$ cat src/sv/sha256_pkg.sv
// Shared types, constants and round functions of the SHA-256 stream hasher.
// No dependencies; every other file imports this package.
`timescale 1ns / 1ps

package sha256_pkg;

  typedef logic [31:0] word_t;
  typedef logic [7:0]  byte_t;
  typedef logic [2:0]  widx_t;

  // Input item commands
  localparam logic CMD_DATA   = 1'b0;
  localparam logic CMD_FINISH = 1'b1;

  localparam int unsigned BLOCK_BYTES = 64;
  localparam int unsigned LEN_AT      = 56;
  localparam byte_t       PAD_MARK    = 8'h80;

  localparam word_t ROUND_K [64] = '{
    32'h428a2f98, 32'h71374491, 32'hb5c0fbcf, 32'he9b5dba5,
    32'h3956c25b, 32'h59f111f1, 32'h923f82a4, 32'hab1c5ed5,
    32'hd807aa98, 32'h12835b01, 32'h243185be, 32'h550c7dc3,
    32'h72be5d74, 32'h80deb1fe, 32'h9bdc06a7, 32'hc19bf174,
    32'he49b69c1, 32'hefbe4786, 32'h0fc19dc6, 32'h240ca1cc,
    32'h2de92c6f, 32'h4a7484aa, 32'h5cb0a9dc, 32'h76f988da,
    32'h983e5152, 32'ha831c66d, 32'hb00327c8, 32'hbf597fc7,
    32'hc6e00bf3, 32'hd5a79147, 32'h06ca6351, 32'h14292967,
    32'h27b70a85, 32'h2e1b2138, 32'h4d2c6dfc, 32'h53380d13,
    32'h650a7354, 32'h766a0abb, 32'h81c2c92e, 32'h92722c85,
    32'ha2bfe8a1, 32'ha81a664b, 32'hc24b8b70, 32'hc76c51a3,
    32'hd192e819, 32'hd6990624, 32'hf40e3585, 32'h106aa070,
    32'h19a4c116, 32'h1e376c08, 32'h2748774c, 32'h34b0bcb5,
    32'h391c0cb3, 32'h4ed8aa4a, 32'h5b9cca4f, 32'h682e6ff3,
    32'h748f82ee, 32'h78a5636f, 32'h84c87814, 32'h8cc70208,
    32'h90befffa, 32'ha4506ceb, 32'hbef9a3f7, 32'hc67178f2
  };

  localparam word_t INIT_H [8] = '{
    32'h6a09e667, 32'hbb67ae85, 32'h3c6ef372, 32'ha54ff53a,
    32'h510e527f, 32'h9b05688c, 32'h1f83d9ab, 32'h5be0cd19
  };

  function automatic word_t big_sigma0(input word_t x);
    big_sigma0 = {x[1:0], x[31:2]} ^ {x[12:0], x[31:13]} ^ {x[21:0], x[31:22]};
  endfunction

  function automatic word_t big_sigma1(input word_t x);
    big_sigma1 = {x[5:0], x[31:6]} ^ {x[10:0], x[31:11]} ^ {x[24:0], x[31:25]};
  endfunction

  function automatic word_t small_sigma0(input word_t x);
    small_sigma0 = {x[6:0], x[31:7]} ^ {x[17:0], x[31:18]} ^ {3'b000, x[31:3]};
  endfunction

  function automatic word_t small_sigma1(input word_t x);
    small_sigma1 = {x[16:0], x[31:17]} ^ {x[18:0], x[31:19]} ^ {10'd0, x[31:10]};
  endfunction

endpackage

$ cat src/sv/sha256_if.sv
// Handshake channels of the SHA-256 stream hasher: byte input and digest output.
// Depends on sha256_pkg for payload types.
`timescale 1ns / 1ps

interface sha256_in_if;
  import sha256_pkg::*;
  logic  valid;
  logic  ready;
  logic  command;
  byte_t data_byte;
  modport source (output valid, command, data_byte, input ready);
  modport sink   (input valid, command, data_byte, output ready);
endinterface

interface sha256_out_if;
  import sha256_pkg::*;
  logic  valid;
  logic  ready;
  word_t digest_word;
  widx_t word_index;
  logic  last_word;
  modport source (output valid, digest_word, word_index, last_word, input ready);
  modport sink   (input valid, digest_word, word_index, last_word, output ready);
endinterface

$ cat src/sv/sha256_stream_hasher.sv
// SHA-256 stream hasher top level: byte intake, padding sequencer, round unit, digest bank.
// Depends on sha256_pkg and the channel interfaces in sha256_if.sv.
`timescale 1ns / 1ps

// Feed the message one byte per item with command low; send an item with command high to
// pad and finish, after which the eight digest words leave the output channel, word 0 first,
// last_word marking the eighth. The 64th byte of a block also starts a compression: 64
// rounds through the single round unit, then 8 fold steps in which one adder folds the
// working words into the chaining words; the input is not ready until these are done. A
// finish shifts in padding at one byte per cycle up to the block end, runs one compression
// (two when the 0x80 mark lands at byte 56 or later) and hands the digest to the output
// bank; the input is then ready for the next message while the bank drains at one word
// per cycle whenever the receiver is ready. A finish whose digest is ready before the
// previous digest has drained waits for the bank to empty.
module sha256_stream_hasher (
  input logic          clk,
  input logic          rst,
  sha256_in_if.sink    in_ch,
  sha256_out_if.source out_ch
);
  import sha256_pkg::*;

  localparam logic [2:0] ST_IDLE  = 3'd0;
  localparam logic [2:0] ST_PAD   = 3'd1;
  localparam logic [2:0] ST_ROUND = 3'd2;
  localparam logic [2:0] ST_FOLD  = 3'd3;
  localparam logic [2:0] ST_DONE  = 3'd4;

  localparam logic [5:0] LAST_BYTE  = 6'(BLOCK_BYTES - 1);
  localparam logic [5:0] LAST_ROUND = 6'(BLOCK_BYTES - 1);
  localparam logic [5:0] LEN_POS    = 6'(LEN_AT);

  logic [2:0]   state;
  logic [5:0]   cnt;        // round number, or fold step in its low bits
  logic [5:0]   fill;       // bytes of the current block already shifted in
  logic [63:0]  msg_bytes;
  logic         in_pad;     // finishing a message
  logic         mark_done;  // 0x80 already placed
  logic         len_here;   // this block carries the length field
  logic         final_blk;  // compression under way is the last of the message

  // Block buffer and message schedule share one 512-bit shift line:
  // bytes enter at the bottom, rounds take W[t] from the top.
  logic [511:0] blk;
  word_t        chain [8];
  word_t        wv    [8];

  word_t        dig [8];
  widx_t        dig_idx;
  logic         dig_busy;

  // Datapath terms
  word_t  w0, w1, w9, w14, w_new, t1, t2, ch, maj;
  logic   len_eff;
  byte_t  pad_byte;
  logic [63:0] len_bits;
  logic   take_byte;

  assign w0  = blk[511:480];
  assign w1  = blk[479:448];
  assign w9  = blk[223:192];
  assign w14 = blk[63:32];
  assign w_new = small_sigma1(w14) + w9 + small_sigma0(w1) + w0;

  assign ch  = (wv[4] & wv[5]) ^ (~wv[4] & wv[6]);
  assign maj = (wv[0] & wv[1]) ^ (wv[0] & wv[2]) ^ (wv[1] & wv[2]);
  assign t1  = wv[7] + big_sigma1(wv[4]) + ch + ROUND_K[cnt] + w0;
  assign t2  = big_sigma0(wv[0]) + maj;

  // Length field goes in the block where the mark fell before byte 56, or in the extra block
  assign len_eff  = mark_done ? len_here : (fill < LEN_POS);
  assign len_bits = {msg_bytes[60:0], 3'b000};

  always_comb begin
    if (!mark_done) begin
      pad_byte = PAD_MARK;
    end else if (len_here && (fill >= LEN_POS)) begin
      pad_byte = len_bits[{~fill[2:0], 3'b000} +: 8];
    end else begin
      pad_byte = '0;
    end
  end

  assign in_ch.ready = (state == ST_IDLE);
  assign take_byte   = in_ch.valid && in_ch.ready && (in_ch.command == CMD_DATA);

  // Sequencer and compression datapath
  always_ff @(posedge clk) begin
    if (rst) begin
      state     <= ST_IDLE;
      cnt       <= '0;
      fill      <= '0;
      msg_bytes <= '0;
      in_pad    <= 1'b0;
      mark_done <= 1'b0;
      len_here  <= 1'b0;
      final_blk <= 1'b0;
      for (int i = 0; i < 8; i++) chain[i] <= INIT_H[i];
    end else begin
      case (state)
        ST_IDLE: begin
          if (in_ch.valid) begin
            if (in_ch.command == CMD_FINISH) begin
              // start padding; any data byte on this item is dropped
              in_pad    <= 1'b1;
              mark_done <= 1'b0;
              len_here  <= 1'b0;
              state     <= ST_PAD;
            end else begin
              blk       <= {blk[503:0], in_ch.data_byte};
              fill      <= fill + 6'd1;
              msg_bytes <= msg_bytes + 64'd1;
              if (fill == LAST_BYTE) begin
                for (int i = 0; i < 8; i++) wv[i] <= chain[i];
                final_blk <= 1'b0;
                cnt       <= '0;
                state     <= ST_ROUND;
              end
            end
          end
        end
        ST_PAD: begin
          blk       <= {blk[503:0], pad_byte};
          fill      <= fill + 6'd1;
          mark_done <= 1'b1;
          len_here  <= len_eff;
          if (fill == LAST_BYTE) begin
            for (int i = 0; i < 8; i++) wv[i] <= chain[i];
            final_blk <= len_eff;
            cnt       <= '0;
            state     <= ST_ROUND;
          end
        end
        ST_ROUND: begin
          blk   <= {blk[479:0], w_new};
          wv[0] <= t1 + t2;
          wv[1] <= wv[0];
          wv[2] <= wv[1];
          wv[3] <= wv[2];
          wv[4] <= wv[3] + t1;
          wv[5] <= wv[4];
          wv[6] <= wv[5];
          wv[7] <= wv[6];
          if (cnt == LAST_ROUND) begin
            cnt   <= '0;
            state <= ST_FOLD;
          end else begin
            cnt <= cnt + 6'd1;
          end
        end
        ST_FOLD: begin
          // rotate both banks through one adder; after eight steps they are back in order
          for (int i = 0; i < 7; i++) begin
            chain[i] <= chain[i+1];
            wv[i]    <= wv[i+1];
          end
          chain[7] <= chain[0] + wv[0];
          wv[7]    <= wv[0];
          if (cnt[2:0] == 3'd7) begin
            cnt <= '0;
            if (final_blk) begin
              state <= ST_DONE;
            end else if (in_pad) begin
              len_here <= 1'b1;
              state    <= ST_PAD;
            end else begin
              state <= ST_IDLE;
            end
          end else begin
            cnt <= cnt + 6'd1;
          end
        end
        ST_DONE: begin
          // hold until the digest bank is free, then restart for the next message
          if (!dig_busy) begin
            for (int i = 0; i < 8; i++) chain[i] <= INIT_H[i];
            msg_bytes <= '0;
            fill      <= '0;
            in_pad    <= 1'b0;
            mark_done <= 1'b0;
            len_here  <= 1'b0;
            final_blk <= 1'b0;
            state     <= ST_IDLE;
          end
        end
        default: begin
          state <= ST_IDLE;
        end
      endcase
    end
  end

  // Digest bank: drains one word per output item, independent of the intake side
  always_ff @(posedge clk) begin
    if (rst) begin
      dig_busy <= 1'b0;
      dig_idx  <= '0;
    end else if (state == ST_DONE && !dig_busy) begin
      for (int i = 0; i < 8; i++) dig[i] <= chain[i];
      dig_idx  <= '0;
      dig_busy <= 1'b1;
    end else if (out_ch.valid && out_ch.ready) begin
      for (int i = 0; i < 7; i++) dig[i] <= dig[i+1];
      dig_idx <= dig_idx + 3'd1;
      if (dig_idx == 3'd7) begin
        dig_busy <= 1'b0;
      end
    end
  end

  assign out_ch.valid       = dig_busy;
  assign out_ch.digest_word = dig[0];
  assign out_ch.word_index  = dig_idx;
  assign out_ch.last_word   = (dig_idx == 3'd7);

  // Checks
  a_round_to_fold: assert property (@(posedge clk) disable iff (rst)
    (state == ST_ROUND && cnt == LAST_ROUND) |=> (state == ST_FOLD))
    else $error("compression did not move to fold after the last round");

  a_done_block_aligned: assert property (@(posedge clk) disable iff (rst)
    (state == ST_DONE) |-> (fill == 6'd0 && in_pad && mark_done))
    else $error("digest ready with a partial block or without padding");

  a_last_word_drains: assert property (@(posedge clk) disable iff (rst)
    (out_ch.valid && out_ch.ready && out_ch.last_word) |=> !out_ch.valid)
    else $error("digest bank reloaded in the cycle after its last word");

  a_take_only_idle: assert property (@(posedge clk) disable iff (rst)
    take_byte |-> (state == ST_IDLE && !final_blk))
    else $error("data byte taken outside intake");

endmodule

$ cat src/flat_wrapper.sv
// flat-port wrapper written by rule: the top's interface ports become plain ports
module sha256_stream_hasher_flat import sha256_pkg::*;
  (clk, rst, in_ch_valid, in_ch_command, in_ch_data_byte, in_ch_ready, out_ch_valid, out_ch_digest_word, out_ch_word_index, out_ch_last_word, out_ch_ready);
  sha256_in_if in_ch_i ();
  sha256_out_if out_ch_i ();
  input logic clk;
  input logic rst;
  input wire logic [$bits(in_ch_i.valid)-1:0] in_ch_valid;
  input wire logic [$bits(in_ch_i.command)-1:0] in_ch_command;
  input wire logic [$bits(in_ch_i.data_byte)-1:0] in_ch_data_byte;
  output wire logic [$bits(in_ch_i.ready)-1:0] in_ch_ready;
  output wire logic [$bits(out_ch_i.valid)-1:0] out_ch_valid;
  output wire logic [$bits(out_ch_i.digest_word)-1:0] out_ch_digest_word;
  output wire logic [$bits(out_ch_i.word_index)-1:0] out_ch_word_index;
  output wire logic [$bits(out_ch_i.last_word)-1:0] out_ch_last_word;
  input wire logic [$bits(out_ch_i.ready)-1:0] out_ch_ready;
  assign in_ch_i.valid = in_ch_valid;
  assign in_ch_i.command = in_ch_command;
  assign in_ch_i.data_byte = in_ch_data_byte;
  assign in_ch_ready = in_ch_i.ready;
  assign out_ch_valid = out_ch_i.valid;
  assign out_ch_digest_word = out_ch_i.digest_word;
  assign out_ch_word_index = out_ch_i.word_index;
  assign out_ch_last_word = out_ch_i.last_word;
  assign out_ch_i.ready = out_ch_ready;
  sha256_stream_hasher u_core (.clk(clk), .rst(rst), .in_ch(in_ch_i), .out_ch(out_ch_i));
endmodule
$ cat config.mk
export PLATFORM = sky130hd
export DESIGN_NAME = sha256_stream_hasher_flat
export DESIGN_NICKNAME = d
export VERILOG_FILES = /design/src/sv/sha256_pkg.sv /design/src/sv/sha256_if.sv /design/src/sv/sha256_stream_hasher.sv /design/src/flat_wrapper.sv
export SDC_FILE = /design/constraint.sdc
export NUM_CORES = 2
export LEC_CHECK = 0
export BUFFER_PORTS_ARGS = -buffer_cell sky130_fd_sc_hd__buf_2
export CAP_MARGIN = 10
export CORE_MARGIN = 4
export CORE_UTILIZATION = 42
export CTS_CLUSTER_DIAMETER = 100
export CTS_CLUSTER_SIZE = 10
export DETAILED_ROUTE_END_ITERATION = 10
export GPL_TIMING_DRIVEN = 0
export SYNTH_ARGS = -nofsm -noshare
export SYNTH_HDL_FRONTEND = slang
export SYNTH_SLANG_ARGS = --single-unit
$ cat constraint.sdc
create_clock -name clk -period 50.3 [get_ports clk]
set_clock_uncertainty 0.05 [all_clocks]
set_input_delay 5.03 -clock clk [delete_from_list [all_inputs] [get_ports clk]]
set_output_delay 5.03 -clock clk [all_outputs]
set_load 0.01 [all_outputs]
==> metrics.yaml <==
run_status:
  status: "finished clean"
synthesis:
  synth_seq_cells: 1364
  syn_inst: 7235
  syn_area_mm2: 0.07444
  netlist.area_leader.share: 0.4647
  async_reset_ff_frac: 0
  ys_types: 92
  synth_area_leader_cell: "edfxtp_1"
  synthFlopType: "edfxtp_1"
  ys_seq_area_frac: 0.5217
  synthTopCellsByCount: "1831 x nand2_1, 1152 x edfxtp_1, 620 x nor2_1"
  syn_area_per_cell_um2: 10.29
  yosysWarnings: 0
  synth.area.top_cells: "edfxtp_1 46%, nand2_1 9.2%, dfxtp_1 5.7%"
  synth_nets: 7618
  synth_edf_count: 1152
  synth_most_common_cell: "nand2_1"
clocking:
  cts_sinks: 1364
  cts-resized-gates: 0
  cts_tree: "yes"
  clk_path_buf_depth: 3
  insertion_delay_ps: 860
  cts-buffers-inserted: 154
  cts-root-buf: "clkbuf_16"
  cts.clk_slew.worst_paths_ps: 70
  htree_levels: 4
  cts_hold_buffers: 0
  postCtsSetupBuffers: 0
layout:
  ff_latch_area_mm2: 0.03884
  multi_input_area_mm2: 0.03287
  fin_cells: 9923
  layout.nets: 7866
  fillers: 16540
  area_delta_synth_final_pct: 11.65
  drive_gt1_frac: 0.08095
global_route:
  grt_max_degree: 71
  overflow: 0
  antenna_found_initial: 28
  groute.usage.overall: 0.3183
  grt_pass1_vias: 55980
  grt_pass1_wl_um: 418100
sta:
  rsz0062_at_grt: "false"
  max_freq_ghz: 0.07251
  tightest_slew_ps: 1262
  slew_violations: 0
  post-route-period-util: 0.2742
  slew_headroom: 0.1495
  hold_viol: 0
  setup_viol: 0
  final.setup.tns_ps: 0
  fin_crit_ps: 13790
die:
  fp.dieW_um: 429
  core_area_mm2: 0.1761
  row_count: 154
  fp.dieH_um: 429
  die_area_mm2: 0.1840
  ios: 51
  start_util: 0.4227
place:
  io_buffers: 50
  hpwl_um: 235200
  place.gp.congestion: 1.041
  dpl.cell_count: 9666
power_and_ir_drop:
  power_leakage_uw: 0.03075
  peakVddDrop_mv: 0.09146
  power.internal_uw: 3252
  p_clk_frac: 0.177
  power_frac_comb: 0.571
  power.switching_uw: 2701
  switching_share: 0.4537
  power_density_mw_per_mm2: 71.62
  pwr-share-seq: 0.251
setup_path:
  critPathMaxFanout: 14
  reg2reg_depth: 34
  cp-start-kind: "flop"
  cp.arrival_ps: 14330
  timing.reg2reg.setup_slack_ps: 36510
  r2r-end: "u_core.wv[0][31]"
  cp-end-kind: "flop"
  crit_type: "reg -> reg"
  critPathCapture: "u_core.wv[0][31]"
  slowest_stage: "a2111oi_1"
  cp-startpoint: "u_core.cnt[1]"
  r2r-start: "u_core.cnt[1]"
  cpPeakStageDelay_ps: 950
  cp.required_ps: 50840
detailed_routing:
  route.detailed.drc: 0
  dr.pass1.iters: 7
  via_per_inst: 5.925
  drt_iter0_drc: 8197
  detail-route-antenna-nets: 0
  wl_per_cell_um: 30.44
  via_count: 58800
  totalWireLength_um: 302100
job:
  max-cap-violations: 0
min_path:
  hp-class: "reg -> reg"
[how the worst min path moves through the flow]
stage	from	endpoint	slack [ps]	cells past startpoint
after detailed placement	u_core.out_ch.word_index[1]	u_core.out_ch.word_index[1]	420	2
after CTS	u_core.out_ch.word_index[1]	u_core.out_ch.word_index[1]	430	2
after global placement	u_core.out_ch.word_index[1]	u_core.out_ch.word_index[1]	410	2
after global routing	u_core.out_ch.word_index[1]	u_core.out_ch.word_index[1]	450	2
after floorplan	u_core.chain[0][228]	u_core.dig[0][228]	400	0
final	u_core.out_ch.word_index[1]	u_core.out_ch.word_index[1]	430	2
[logic make-up (layout without fill, tap and decap cells)]
group / count (synthesis) / in the layout / share of synthesized area
simple gates: 2903 / 2903 / 0.1608
flops: 1364 / 1364 / 0.5217
compound gates: 1133 / 1133 / 0.09722
buf+inv: 709 / 1047 / 0.03748
xor+xnor: 443 / 443 / 0.05212
fa+ha+maj: 395 / 395 / 0.08451
mux: 288 / 288 / 0.04615
other cells: 0 / 10 / 0
[area by class of cell]
type	instances	area share
flip-flops and latches	1364	0.4673
inverters	188	0.008520
diodes	10	0.0003011
multi-input cells	5162	0.3955
plain buffers	521	0.02511
repair buffers	92	0.01359
clock buffers	231	0.05010
well taps	2340	0.03523
clock inverters	15	0.004381
[state kept, by name, summed over array words and instances, names as in the netlist, 3 cells and up]
name,cells
u_core.blk,512
u_core.chain,256
u_core.cnt,6
u_core.dig,256
u_core.fill,6
u_core.msg_bytes,61
u_core.out_ch.word_index,3
u_core.state,3
u_core.wv,256
[stage by stage]
stage / setup WS, ps / area [um2] / total power, uW / util / hold slack [ps]
2_1_floorplan: 21840 / 74440 / 3875 / - / 397.4
3_3_place_gp: 11030 / 77620 / 4841 / 0.4407 / 410.7
3_5_place_dp: 37170 / 78550 / 4802 / 0.4460 / 418.2
4_1_cts: 37130 / 83080 / 5875 / 0.4717 / 426.6
5_1_grt: 36520 / 83090 / 6298 / 0.4718 / 446.7
6_report: 36510 / 83120 / 5953 / 0.4720 / 426.4
[placed cells by master, fill, tap and decap left out, drive strengths merged, types with 13 or more instances in the layout]
master and instances:
o21bai 17, o21ai 228, fa 188, mux4 19, a22o 34, and2 71
xnor2 325, a22oi 28, nor3 41, mux2 252, a211oi 30, clkbuf 678
o21a 21, inv 190, nand3 84, nor2b 26, dfxtp 212, a31oi 56
maj3 25, a21oi 275, o211ai 18, edfxtp 1152, mux2i 17, or3 96
nand2 1831, o22a 27, nand2b 31, a21o 76, and3 33, or2 13
nor2 622, nand4 19, o31ai 17, buf 166, clkinv 13, xor2 118
a221o 17, ha 182, o22ai 200
[power by group through the flow]
| stage | Clock, uW | Combinational (uW) | Sequential [uW] |
|---|---|---|---|
| after detailed placement | 0 | 3290 | 1510 |
| after floorplan | 0 | 2360 | 1510 |
| after global placement | 0 | 3240 | 1600 |
| final | 1060 | 3400 | 1500 |
| after CTS | 1070 | 3320 | 1490 |
| after global routing | 1110 | 3680 | 1500 |
[critical path: cells and delay by family (launching register included)]
| kind | cells | cell delay [ps] |
|---|---|---|
| compound gates | 15 | 4380 |
| fa+ha+maj | 7 | 3490 |
| buf+inv | 5 | 2420 |
| simple gates | 5 | 1550 |
| xor+xnor | 2 | 910 |
| flops | 1 | 690 |
[layer usage]
| layer | track usage | part of all wire | routed length [um] | vias to the layer above |
|---|---|---|---|---|
| met4 | 0.1734 | 0.066 | 19800 | 10 |
| li1 | - | - | - | 25600 |
| met3 | 0.06858 | 0.10 | 30340 | 770 |
| met2 | 0.4830 | 0.44 | 132200 | 3357 |
| met1 | 0.4261 | 0.40 | 119700 | 29060 |
| met5 | 0 | 0.00020 | 61 | - |
Note: power is estimated with default switching activity, not from simulation.
